### src/hw/rtl/tscd_pkg.sv
// package for the tab-separated command deframer: types, codes and character constants
package tscd_pkg;

  // stream characters
  localparam logic [7:0] CH_STAR = 8'h2A;
  localparam logic [7:0] CH_TAB  = 8'h09;
  localparam logic [7:0] CH_BANG = 8'h21;
  localparam logic [7:0] CH_LF   = 8'h0A;
  localparam logic [7:0] CH_ZERO = 8'h30;
  localparam logic [7:0] CH_NINE = 8'h39;

  // sizes
  localparam int unsigned MAX_FIELD_BYTES = 256;
  localparam int unsigned FLEN_W          = $clog2(MAX_FIELD_BYTES + 1);
  localparam int unsigned LEN_W           = 14;
  localparam logic [LEN_W-1:0] COUNTER_MAX = {LEN_W{1'b1}};
  localparam int unsigned CFG_DATA_W      = 4;
  localparam int unsigned CFG_IDX_W       = 1;

  // configuration register indexes
  typedef enum logic [CFG_IDX_W-1:0] {
    CFG_MAX_FIELDS   = 1'b0,
    CFG_CHECK_LENGTH = 1'b1
  } cfg_idx_t;

  // deframer phase
  typedef enum logic [2:0] {
    PH_IDLE   = 3'd0,
    PH_HUNT   = 3'd1,
    PH_SKIP   = 3'd2,
    PH_DIGITS = 3'd3,
    PH_BODY   = 3'd4,
    PH_END    = 3'd5
  } phase_t;

  // result kinds
  typedef enum logic [2:0] {
    KIND_FRAME       = 3'd0,
    KIND_DATA        = 3'd1,
    KIND_FIELD_CLOSE = 3'd2,
    KIND_MSG_DONE    = 3'd3,
    KIND_ERROR       = 3'd4
  } kind_t;

  // error codes
  typedef enum logic [2:0] {
    ERR_NONE       = 3'd0,
    ERR_NO_START   = 3'd1,
    ERR_BAD_DIGIT  = 3'd2,
    ERR_TOO_MANY   = 3'd3,
    ERR_FIELD_LONG = 3'd4,
    ERR_LENGTH     = 3'd5
  } err_t;

endpackage

### src/hw/rtl/tab_separated_command_deframer.sv
// tab-separated command deframer: input register, one-pass byte classifier, result register
// an accepted input beat goes through the input register, then the result register, to its result beat
// throughput: one byte per cycle while the output is not stalled; the per-byte phase/counter update is one short step
// a full result register that is stalled holds the input register, which then stalls input
// reset (rst_n low, synchronous): phase idle, counters zero, max_fields 3, check_length 1
// both pipeline registers empty after reset
module tab_separated_command_deframer (
  input  logic                               clk,
  input  logic                               rst_n,
  // input channel
  input  logic                               in_valid,
  output logic                               in_stall,
  input  logic [7:0]                         in_byte,
  // result channel
  output logic                               out_valid,
  input  logic                               out_stall,
  output logic [2:0]                         out_kind,
  output logic [7:0]                         out_data_byte,
  output logic [3:0]                         out_field_index,
  output logic [tscd_pkg::FLEN_W-1:0]        out_field_length,
  output logic [tscd_pkg::LEN_W-1:0]         out_declared_length,
  output logic [3:0]                         out_field_count,
  output logic                               out_length_ok,
  output logic [2:0]                         out_error_code,
  // configuration port
  input  logic                               cfg_we,
  input  logic [tscd_pkg::CFG_IDX_W-1:0]     cfg_index,
  input  logic [tscd_pkg::CFG_DATA_W-1:0]    cfg_data
);

  localparam int unsigned FW = tscd_pkg::FLEN_W;
  localparam int unsigned LW = tscd_pkg::LEN_W;

  // configuration registers
  logic [3:0] max_fields_r;
  logic       check_length_r;

  // pipeline registers
  logic       in_valid_r;
  logic [7:0] in_byte_r;
  logic       out_valid_r;
  logic       advance;

  // deframer state
  tscd_pkg::phase_t phase_r, phase_nxt;
  logic [1:0]       digit_pos_r, digit_pos_nxt;
  logic [LW-1:0]    len_acc_r, len_acc_nxt;
  logic [LW-1:0]    byte_cnt_r, byte_cnt_nxt;
  logic [3:0]       fields_r, fields_nxt;
  logic [FW-1:0]    cur_bytes_r, cur_bytes_nxt;

  // result fields
  tscd_pkg::kind_t  kind_nxt, kind_r;
  tscd_pkg::err_t   err_nxt, err_r;
  logic [7:0]       data_nxt, data_r;
  logic [3:0]       idx_nxt, idx_r;
  logic [FW-1:0]    flen_nxt, flen_r;
  logic [LW-1:0]    dlen_nxt, dlen_r;
  logic [3:0]       cnt_nxt, cnt_r;
  logic             ok_nxt, ok_r;

  // handshake
  assign advance  = in_valid_r && (!out_valid_r || !out_stall);
  assign in_stall = in_valid_r && !advance;

  // configuration writes
  always_ff @(posedge clk) begin
    if (!rst_n) begin
      max_fields_r   <= 4'd3;
      check_length_r <= 1'b1;
    end else if (cfg_we) begin
      unique case (tscd_pkg::cfg_idx_t'(cfg_index))
        tscd_pkg::CFG_MAX_FIELDS:   max_fields_r   <= cfg_data[3:0];
        tscd_pkg::CFG_CHECK_LENGTH: check_length_r <= cfg_data[0];
        default:                    max_fields_r   <= max_fields_r;
      endcase
    end
  end

  // input register
  always_ff @(posedge clk) begin
    if (!rst_n) begin
      in_valid_r <= 1'b0;
    end else if (!in_stall) begin
      in_valid_r <= in_valid;
    end
  end

  always_ff @(posedge clk) begin
    if (!in_stall && in_valid) begin
      in_byte_r <= in_byte;
    end
  end

  // byte classifier and next state
  always_comb begin
    logic [LW-1:0] cnt_inc;
    logic [3:0]    digit;
    logic          closing;
    logic          len_match;
    phase_nxt     = phase_r;
    digit_pos_nxt = digit_pos_r;
    len_acc_nxt   = len_acc_r;
    byte_cnt_nxt  = byte_cnt_r;
    fields_nxt    = fields_r;
    cur_bytes_nxt = cur_bytes_r;
    kind_nxt      = tscd_pkg::KIND_FRAME;
    err_nxt       = tscd_pkg::ERR_NONE;
    data_nxt      = '0;
    idx_nxt       = '0;
    flen_nxt      = '0;
    dlen_nxt      = '0;
    cnt_nxt       = '0;
    ok_nxt        = 1'b0;
    cnt_inc       = (byte_cnt_r != tscd_pkg::COUNTER_MAX) ? byte_cnt_r + LW'(1) : byte_cnt_r;
    digit         = in_byte_r[3:0] - tscd_pkg::CH_ZERO[3:0];
    closing       = (cur_bytes_r != '0);
    len_match     = (cnt_inc == len_acc_r);

    unique case (phase_r)
      tscd_pkg::PH_IDLE, tscd_pkg::PH_HUNT, tscd_pkg::PH_END: begin
        if (in_byte_r == tscd_pkg::CH_STAR) begin
          phase_nxt     = tscd_pkg::PH_SKIP;
          digit_pos_nxt = '0;
          len_acc_nxt   = '0;
          byte_cnt_nxt  = LW'(1);
          fields_nxt    = '0;
          cur_bytes_nxt = '0;
        end else if (phase_r == tscd_pkg::PH_HUNT) begin
          phase_nxt = tscd_pkg::PH_HUNT;
        end else if (phase_r == tscd_pkg::PH_END && in_byte_r == tscd_pkg::CH_LF) begin
          phase_nxt = tscd_pkg::PH_IDLE;
        end else begin
          kind_nxt  = tscd_pkg::KIND_ERROR;
          err_nxt   = tscd_pkg::ERR_NO_START;
          dlen_nxt  = len_acc_r;
          phase_nxt = tscd_pkg::PH_HUNT;
        end
      end
      // byte after the start mark is ignored
      tscd_pkg::PH_SKIP: begin
        byte_cnt_nxt  = cnt_inc;
        phase_nxt     = tscd_pkg::PH_DIGITS;
        digit_pos_nxt = '0;
      end
      // four length digits, most significant first
      tscd_pkg::PH_DIGITS: begin
        byte_cnt_nxt = cnt_inc;
        if (in_byte_r < tscd_pkg::CH_ZERO || in_byte_r > tscd_pkg::CH_NINE) begin
          kind_nxt      = tscd_pkg::KIND_ERROR;
          err_nxt       = tscd_pkg::ERR_BAD_DIGIT;
          dlen_nxt      = len_acc_r;
          phase_nxt     = tscd_pkg::PH_HUNT;
          digit_pos_nxt = '0;
        end else begin
          // acc * 10 + digit as two shifted adds
          len_acc_nxt = {len_acc_r[LW-4:0], 3'b000} + {len_acc_r[LW-2:0], 1'b0}
                      + LW'(digit);
          if (digit_pos_r == 2'd3) begin
            digit_pos_nxt = '0;
            phase_nxt     = tscd_pkg::PH_BODY;
          end else begin
            digit_pos_nxt = digit_pos_r + 2'd1;
          end
        end
      end
      // fields, tab separators and end mark
      tscd_pkg::PH_BODY: begin
        byte_cnt_nxt = cnt_inc;
        if (in_byte_r == tscd_pkg::CH_TAB || in_byte_r == tscd_pkg::CH_BANG) begin
          if (closing && fields_r >= max_fields_r) begin
            kind_nxt  = tscd_pkg::KIND_ERROR;
            err_nxt   = tscd_pkg::ERR_TOO_MANY;
            dlen_nxt  = len_acc_r;
            phase_nxt = tscd_pkg::PH_HUNT;
          end else begin
            if (closing) begin
              idx_nxt       = fields_r;
              flen_nxt      = cur_bytes_r;
              fields_nxt    = fields_r + 4'd1;
              cur_bytes_nxt = '0;
            end
            if (in_byte_r == tscd_pkg::CH_TAB) begin
              if (closing) begin
                kind_nxt = tscd_pkg::KIND_FIELD_CLOSE;
              end
            end else if (check_length_r && !len_match) begin
              kind_nxt  = tscd_pkg::KIND_ERROR;
              err_nxt   = tscd_pkg::ERR_LENGTH;
              idx_nxt   = '0;
              flen_nxt  = '0;
              dlen_nxt  = len_acc_r;
              phase_nxt = tscd_pkg::PH_HUNT;
            end else begin
              kind_nxt  = tscd_pkg::KIND_MSG_DONE;
              dlen_nxt  = len_acc_r;
              cnt_nxt   = closing ? fields_r + 4'd1 : fields_r;
              ok_nxt    = len_match;
              phase_nxt = tscd_pkg::PH_END;
            end
          end
        end else if (cur_bytes_r >= FW'(tscd_pkg::MAX_FIELD_BYTES)) begin
          kind_nxt  = tscd_pkg::KIND_ERROR;
          err_nxt   = tscd_pkg::ERR_FIELD_LONG;
          dlen_nxt  = len_acc_r;
          phase_nxt = tscd_pkg::PH_HUNT;
        end else begin
          cur_bytes_nxt = cur_bytes_r + FW'(1);
          kind_nxt      = tscd_pkg::KIND_DATA;
          data_nxt      = in_byte_r;
          idx_nxt       = fields_r;
        end
      end
      default: begin
        phase_nxt = tscd_pkg::PH_IDLE;
      end
    endcase
  end

  // state registers
  always_ff @(posedge clk) begin
    if (!rst_n) begin
      phase_r     <= tscd_pkg::PH_IDLE;
      digit_pos_r <= '0;
      len_acc_r   <= '0;
      byte_cnt_r  <= '0;
      fields_r    <= '0;
      cur_bytes_r <= '0;
    end else if (advance) begin
      phase_r     <= phase_nxt;
      digit_pos_r <= digit_pos_nxt;
      len_acc_r   <= len_acc_nxt;
      byte_cnt_r  <= byte_cnt_nxt;
      fields_r    <= fields_nxt;
      cur_bytes_r <= cur_bytes_nxt;
    end
  end

  // result register valid
  always_ff @(posedge clk) begin
    if (!rst_n) begin
      out_valid_r <= 1'b0;
    end else if (advance) begin
      out_valid_r <= 1'b1;
    end else if (!out_stall) begin
      out_valid_r <= 1'b0;
    end
  end

  // result register payload
  always_ff @(posedge clk) begin
    if (advance) begin
      kind_r <= kind_nxt;
      err_r  <= err_nxt;
      data_r <= data_nxt;
      idx_r  <= idx_nxt;
      flen_r <= flen_nxt;
      dlen_r <= dlen_nxt;
      cnt_r  <= cnt_nxt;
      ok_r   <= ok_nxt;
    end
  end

  assign out_valid           = out_valid_r;
  assign out_kind            = kind_r;
  assign out_data_byte       = data_r;
  assign out_field_index     = idx_r;
  assign out_field_length    = flen_r;
  assign out_declared_length = dlen_r;
  assign out_field_count     = cnt_r;
  assign out_length_ok       = ok_r;
  assign out_error_code      = err_r;

  // a completed message never holds more fields than allowed
  a_count_limit: assert property (@(posedge clk) disable iff (!rst_n)
    out_valid_r && kind_r == tscd_pkg::KIND_MSG_DONE |-> cnt_r <= max_fields_r)
    else $error("message field count above max_fields");

  // an error beat carries a code and other beats carry none
  a_err_code: assert property (@(posedge clk) disable iff (!rst_n)
    out_valid_r |-> ((kind_r == tscd_pkg::KIND_ERROR) == (err_r != tscd_pkg::ERR_NONE)))
    else $error("error code does not match result kind");

  // field byte count stays within the field limit
  a_field_bytes: assert property (@(posedge clk) disable iff (!rst_n)
    cur_bytes_r <= FW'(tscd_pkg::MAX_FIELD_BYTES))
    else $error("field byte count past limit");

  // a stalled input beat waits in the input register
  a_in_hold: assert property (@(posedge clk) disable iff (!rst_n)
    in_stall |=> in_valid_r && $stable(in_byte_r))
    else $error("input register lost a stalled beat");

endmodule
### config.mk
export PLATFORM = sky130hd
export DESIGN_NAME = tab_separated_command_deframer
export DESIGN_NICKNAME = d
export VERILOG_FILES = /design/src/hw/rtl/tscd_pkg.sv /design/src/hw/rtl/tab_separated_command_deframer.sv
export SDC_FILE = /design/constraint.sdc
export NUM_CORES = 1
export LEC_CHECK = 0
export BUFFER_PORTS_ARGS = -buffer_cell sky130_fd_sc_hd__buf_4
export CAP_MARGIN = 20
export CORE_MARGIN = 5
export CORE_UTILIZATION = 53
export CTS_CLUSTER_SIZE = 20
export DETAILED_ROUTE_END_ITERATION = 6
export HOLD_SLACK_MARGIN = 0.02
export PLACE_DENSITY_LB_ADDON = 0.12
export SYNTH_ARGS = -nofsm -noshare
export SYNTH_HDL_FRONTEND = slang
export SYNTH_SLANG_ARGS = --single-unit
### constraint.sdc
create_clock -name clk -period 4.35 [get_ports clk]
set_input_delay 0.6525 -clock clk [delete_from_list [all_inputs] [get_ports clk]]
set_output_delay 0.6525 -clock clk [all_outputs]
set_load 0.005 [all_outputs]
==> reports/metrics.cfg <==
[yosys]
netlist_top_cells_count=nor2_1, edfxtp_1, dfxtp_1, nand2_1, a21oi_1
syn_avg_cell_area_um2=9.45
netlist_instances=624
synth_area_um2=5900
async_flop_share_pct=0
netlist.area_leader.share_pct=27.5
synthSimpleGateAreaFrac_pct=22.9
ys_seq_elements=107
synthMuxAreaShare_pct=1.23
synth_area_leader_cell=edfxtp_1
ys_seq_area_share_pct=45.5
synth_edf_count=54
ys_types=67
synth_top_flop_cell=edfxtp_1
yosys-top-cells-area=edfxtp_1, dfxtp_1, ha_1
synth_top_family_by_area=simple AND/OR/NAND/NOR gates
synth_xor_area_share_pct=4.46
synth.most_common_cell=nor2_1
synth_compound_area_share_pct=15.1
yosys_warnings=0
syn-num-nets=676
synth-adder-area-share_pct=7.47

[setup_path]
start_kind=register
crit_type=register to register
r2r_slack_ns=0.63
required_ns=4.60
end_kind=register
cp_max_fo=11
critical_path_arrival_ns=3.97

[run]
cap_violations=0

[sta]
final.setup.tns_ns=0
fin_crit_ns=3.72
hold_viol_final=0
hold_ws_ns=0.437
fin_crit_sh_pct=85.4
setup_violations=0
rsz0062_at_grt=false
fmax_mhz=269
tightest_slew_ns=1.06
slew_headroom_pct=27.5
fin_skew_ns=0.0138
slew_viol_final=0

[placed_design]
dp_hpwl_um=10700
portBuffers=65
gp_congestion=0.920
dp_cells=808

[global_route]
grt_max_degree=31
grt_pass1_vias=4808
antenna_found_initial=0
grtUsageTotal_pct=22.7
grt-ovfl-total=0
grt_pass1_wl_um=23900

[clocking]
cts_tree=yes
cts_sinks=107
clock_path_buffers=2
cts_resized=0
cts_hold_buf=0
clk_latency_ns=0.38
cts.clk_slew.worst_paths_ns=0.10
cts_made_buffers=9
cts_setup_buffers=0
cts_root_buf=clkbuf_8
htree_levels=3

[layout]
n_antenna_cell=0
fin_cells=824
synthToLayoutAreaGrowth_pct=12.8
nFillCells=963
finalNetCount=731
drive_above_1_share_pct=13.7
multiInputGateArea_um2=3030
regArea_um2=2680

[route]
viasPerCell=5.88
drt_iter0_markers=228
post_drt_wl_per_cell_um=17.3
dr.pass1.iters=5
antenna_violating_nets_post_route=0
vias=4848
wirelength_um=14300
post-route-drc-count=0

[floorplanning]
dieArea_um2=13300
initial_core_util_pct=54.2
ios=66
die_h_um=115
coreArea_um2=10900
die_w_um=115
rows=38

[power_and_ir_drop]
p_leak_nw=2.64
power_density_nw_per_um2=268
fin_total_pwr_mw=1.79
vdd.ir_drop.worst_mv=0.187

[min_path]
hp-class=primary input to register

[run_status]
outcome=finished clean

==> cell usage in the layout, fill, tap and decap left out, types with 4 or more instances in the layout <==
master,Yosys,layout
nor2_1,68,68
a31oi_1,10,10
a21o_1,8,8
nand4_1,12,12
or3_1,5,5
xor2_1,12,12
and4_1,5,5
edfxtp_1,54,54
and3b_1,4,4
inv_1,16,16
xnor2_1,18,18
nor4_1,7,7
nor2b_1,22,22
and3_1,9,9
nand3_1,19,19
and2_1,23,23
clkbuf_8,0,9
a21oi_1,46,46
nand2_1,53,53
nand2b_1,5,5
mux2i_1,5,5
dfxtp_1,53,53
nor3_1,15,15
o21ai_0,24,23
o21a_1,8,8
a211oi_1,4,4
a22oi_1,7,7
buf_4,1,71
ha_1,32,32
==> report_power, final <==
part           internal (mW)  switching (mW)
combinational         0.0582          0.0762
clock                  0.209           0.339
sequential              1.09          0.0164
total                   1.35           0.432
==> worst paths after layout <==
kind / startpoint / endpoint / cells past startpoint
max: byte_cnt_r[0] / out_field_index[0] / 9
min: in_byte[1] / in_byte_r[1] / 1
max reg2reg: byte_cnt_r[0] / out_field_index[0] / 9
min reg2reg: digit_pos_r[1] / digit_pos_r[1] / 2
==> cell type report <==
cell class              count  area share, %
inverters                  17          0.959
flip-flops and latches    107           40.3
clock inverters             6          0.583
multi-input cells         473           45.6
repair buffers             71           8.01
clock buffers              10           1.92
well taps                 140           2.63
==> metrics by stage <==
stage | utilization [%] | setup WS, ns | area, um2
detailed placement | 59.6 | 0.686 | 6490
global route | 61.1 | 0.321 | 6650
global placement | 59.6 | 0.820 | 6490
finish | 61.1 | 0.635 | 6650
floorplan | - | 0.988 | 5900
CTS | 61.1 | 0.658 | 6650
==> per-layer routing <==
metal | up-vias | wire length [um] | GRT usage, %
met5 | - | 0 | 0
met4 | 0 | 279 | 8.45
met3 | 25 | 884 | 3.34
met2 | 165 | 6800 | 38.1
met1 | 2285 | 6300 | 30.0
li1 | 2373 | - | -
==> state kept, by name (all words and copies together) (netlist names), 4 cells and up <==
name	flops
out_data_byte	8
byte_cnt_r	14
in_byte_r	8
out_field_index	4
fields_r	4
len_acc_r	14
max_fields_r	4
out_field_count	4
cur_bytes_r	9
out_declared_length	14
out_field_length	9
==> cell families (layout without fill, tap and decap cells) <==
group | after synthesis | count (layout)
and+or+nand+nor | 262 | 262
xor gates and xnor gates | 30 | 30
adders and majority gates | 34 | 34
AOI/OAI and AO/OA | 140 | 140
buffers and inverters | 44 | 104
muxes | 7 | 7
DFF | 107 | 107
==> critical path: stages, from the launching register on <==
cell	delay, ns
dfxtp_1	0.49
ha_1	0.39
and3_1	0.36
nand2_2	0.12
or4_1	0.47
a22oi_1	0.23
nand4_1	0.14
o41a_1	0.52
a21oi_1	0.63
a22o_1	0.25
(Power assumes the default switching activity.)
